===== src/hdl/per_cpu_page_free_list_allocator_unit_assert.svh =====
// assertion macros for the page allocator
// no dependencies; expects clk and arst_n in the including module
`ifndef PER_CPU_PAGE_FREE_LIST_ALLOCATOR_UNIT_ASSERT_SVH
`define PER_CPU_PAGE_FREE_LIST_ALLOCATOR_UNIT_ASSERT_SVH
`ifndef NO_ASSERTIONS
`define PCA_ASSERT_IMP(lbl, ante, cons, msg) \
	lbl: assert property (@(posedge clk) disable iff (!arst_n) (ante) |-> (cons)) \
		else $error(msg);
`define PCA_ASSERT_NXT(lbl, ante, cons, msg) \
	lbl: assert property (@(posedge clk) disable iff (!arst_n) (ante) |=> (cons)) \
		else $error(msg);
`else
`define PCA_ASSERT_IMP(lbl, ante, cons, msg)
`define PCA_ASSERT_NXT(lbl, ante, cons, msg)
`endif
`endif


===== src/hdl/pca_ram.sv =====
// generic simple dual-port ram, one write and one registered read port
// no dependencies
`default_nettype none
module pca_ram #(
	parameter int WIDTH = 8,
	parameter int DEPTH = 16
) (
	input  logic                     clk,
	input  logic                     we,
	input  logic [$clog2(DEPTH)-1:0] waddr,
	input  logic [WIDTH-1:0]         wdata,
	input  logic                     re,
	input  logic [$clog2(DEPTH)-1:0] raddr,
	output logic [WIDTH-1:0]         rdata
);

	logic [WIDTH-1:0] mem [DEPTH];

	always_ff @(posedge clk) begin
		if (we) begin
			mem[waddr] <= wdata;
		end
		if (re) begin
			rdata <= mem[raddr];
		end
	end

endmodule
`default_nettype wire


===== config.mk =====
export PLATFORM = sky130hd
export DESIGN_NAME = pca_ram
export DESIGN_NICKNAME = d
export VERILOG_FILES = /design/src/hdl/per_cpu_page_free_list_allocator_unit_assert.svh /design/src/hdl/pca_ram.sv
export SDC_FILE = /design/constraint.sdc
export NUM_CORES = 1
export LEC_CHECK = 0
export BUFFER_PORTS_ARGS = -buffer_cell sky130_fd_sc_hd__clkbuf_2
export CAP_MARGIN = 20
export CORE_MARGIN = 10
export CORE_UTILIZATION = 45
export DETAILED_ROUTE_END_ITERATION = 7
export PLACE_DENSITY = 0.63
export SYNTH_ARGS = -nofsm -noshare
export SYNTH_HDL_FRONTEND = slang
export SYNTH_SLANG_ARGS = --single-unit

===== constraint.sdc =====
create_clock -name clk -period 1.7 [get_ports clk]
set_input_delay 0.17 -clock clk [delete_from_list [all_inputs] [get_ports clk]]
set_output_delay 0.17 -clock clk [all_outputs]
set_load 0.005 [all_outputs]

==> summary.txt <==
Worst setup path
  – R2R Setup Slk: 0.21 ns
  – Critical Path RT: 1.85 ns
  – Critical path launch point type: flop
  – Data arrival, critical path: 1.65 ns
  – Crit path capture type: flop
  – Critical path type: flop to flop
  – R2R cell count: 3
  – Crit path max fanout: 1
  – Launching point of the worst reg2reg path: mem[1][3]
  – R2R Path End: rdata[3]

Min path
  – HP Class: input pin to flop
  – HP Start: wdata[2]
  – WHS Path Cells: 1
  – Hold endpoint: mem[12][2]

Place
  – Placed Cells: 412
  – Port bufs: 26
  – Post-DP HPWL: 6391 um
  – RePlAce Congestion: 0.7251

Synthesis
  – Post-synthesis cell area: 5228 um^2
  – Share of the synthesized area in the top cell type: 0.7812
  – XOR/XNOR Fraction of Synth Area: 0
  – Largest area contributor in the netlist: edfxtp_1
  – Syn nets: 248
  – Mux share of post-synthesis cell area: 0.1479
  – Largest family of logic cells by synthesized area: multiplexers
  – Flops & latches, synth: 136
  – Synthesized netlist cell count: 229
  – Synth area leaders: edfxtp_1 (78%), mux4_2 (7.8%), mux4_1 (7.0%)
  – Yosys Warn Count: 0
  – Distinct cells, synth: 18
  – Area fraction in compound gates after synthesis: 0.02298
  – Simple-Gate Fraction of Synth Area: 0.03135
  – Sequential area share after synthesis: 0.7812
  – Adder-cell share of the synthesized area: 0
  – Syn avg cell area: 22.83 um^2

Timing
  – Crit path time final: 1.494 ns
  – Slew @ Worst Pin: 0.3896 ns
  – Clock Skew: 0.005096 ns
  – Slew margin rel.: 0.7403
  – Hold Slack: 0.1747 ns
  – Period utilisation layout: 0.8788
  – RSZ-0062 raised after global routing: no
  – Final setup viols: 0
  – Fmax: 669.3 MHz
  – Hold Fails Final Rpt: 0
  – Final Max Tran Viols: 0

Die
  – Die height: 127.8 um
  – Core Footprint: 11420 um^2
  – I/O pin count: 27
  – Area of the die: 16330 um^2
  – Die Wd: 127.8 um
  – Std-Cell Rows: 39
  – Initial Utilization: 0.4578

Clocking
  – CTS buffer count: 17
  – # Post-CTS Setup Buffers: 0
  – Hold buffer count at cts: 0
  – CTS sink count: 136
  – Clk Latency, worst-skew pair: 0.41 ns
  – CTS HTree Levels: 4
  – PostCTS Resize Cnt: 0
  – Clock transition at path regs: 0.05 ns
  – CTS tree: yes
  – Root Driver: clkbuf_16
  – Clock Path Buffers: 2

Finish
  – Final Net Count: 307
  – Most frequent cells in the layout: edfxtp_1 (136), clkbuf_2 (26), buf_4 (21), mux4_2 (18), clkbuf_16 (17)
  – Area Growth Syn to Fin: 18.81%
  – Final Non-Filler Cells: 443
  – Share of post-route cells with drive strength above 1: 0.3133
  – Most common cell after layout, fill and taps aside: edfxtp_1
  – Ant diodes: 0

Pwr
  – Worst VDD drop: 0.0007709 V
  – Leak: 2.116 nW
  – Power Density: 1206 nW/um^2

Drt
  – Post-route DRC: 0
  – Avg Vias per Cell: 5.440
  – Routed Antenna Nets: 0
  – Total number of vias: 2410
  – Total Wirelength: 9660 um
  – Initial drt markers: 166
  – Initial DRT Pass Iterations: 4
  – WL per Instance: 21.81 um

Global route
  – First-pass GRT wire length: 14880 um
  – Total GRT Usage: 0.1245
  – Vias in the first global route: 2562
  – Gr ovfl total: 0
  – Antenna violations before repair: 0
  – Largest net degree at the start of global routing: 22

Run status
  – Run status: complete, no violations

Flow run
  – MaxCap Viol Count: 0
kinds of logic (layout without fill, tap and decap cells):
kind of cell    Yosys count  in the layout
compound gates           16             16
buf+inv                  10             81
mux                      32             32
flops                   136            136
simple gates             35             35
worst max-delay path, stage by stage, from the launching register on:
cell	delay [ns]
edfxtp_1	0.37
mux4_1	0.51
a22oi_1	0.27
nand2_1	0.09
per-layer routing:
| layer | share of wire | vias to the layer above | global-route usage |
|---|---|---|---|
| met4 | 0.011 | 0 | 0.06755 |
| met1 | 0.44 | 1245 | 0.1567 |
| li1 | - | 1105 | - |
| met3 | 0.043 | 7 | 0.03143 |
| met5 | 0 | - | 0 |
| met2 | 0.50 | 53 | 0.1942 |
final cells by class:
cell class	count	area, um^2
repair buffers	50	347.8
clock inverters	12	110.1
clock buffers	19	432.9
fillers	876	5207
well taps	143	178.9
multi-input cells	83	1057
flip-flops and latches	136	4084
registers in the layout, summed over array words and instances, names as in the netlist:
register	flops
rdata	8
mem	128
metrics by stage:
step	TNS, ns	utilization	power (mW)	cell area [um^2]	setup WS, ns
2_1_floorplan	0	-	4.054	5228	0.03713
6_report	0	0.5439	7.489	6211	0.2060
5_1_grt	0	0.5439	7.736	6211	0.1245
4_1_cts	0	0.5439	7.549	6211	0.1990
3_5_place_dp	-0.02791	0.4964	4.226	5668	-0.02172
3_3_place_gp	-0.04095	0.4964	4.219	5668	-0.02723
how the worst max path moves through the flow:
stage,cells past startpoint,slack [ns],from,end
detailed placement,5,-0.02,raddr[0],rdata[1]
finish,3,0.21,mem[1][3],rdata[3]
CTS,3,0.20,mem[0][7],rdata[7]
floorplan,2,0.04,waddr[2],mem[0][0]
global placement,5,-0.03,raddr[0],rdata[1]
global route,3,0.12,mem[1][3],rdata[3]
power breakdown:
group / total [mW] / switching (mW) / internal [mW]
sequential: 3.80 / 0.0206 / 3.78
combinational: 0.347 / 0.190 / 0.157
clock: 3.34 / 1.23 / 2.11
Yosys cell counts, drive strengths merged:
cell             n
and2b            1
nor3             4
buf              7
nor2b            1
a22oi           16
nand2b           2
and2             1
edfxtp         136
clkdlybuf4s25    3
nand3            1
nand2            9
nand3b           2
nor2            13
mux4            32
or3b             1
(Power assumes the default switching activity.)
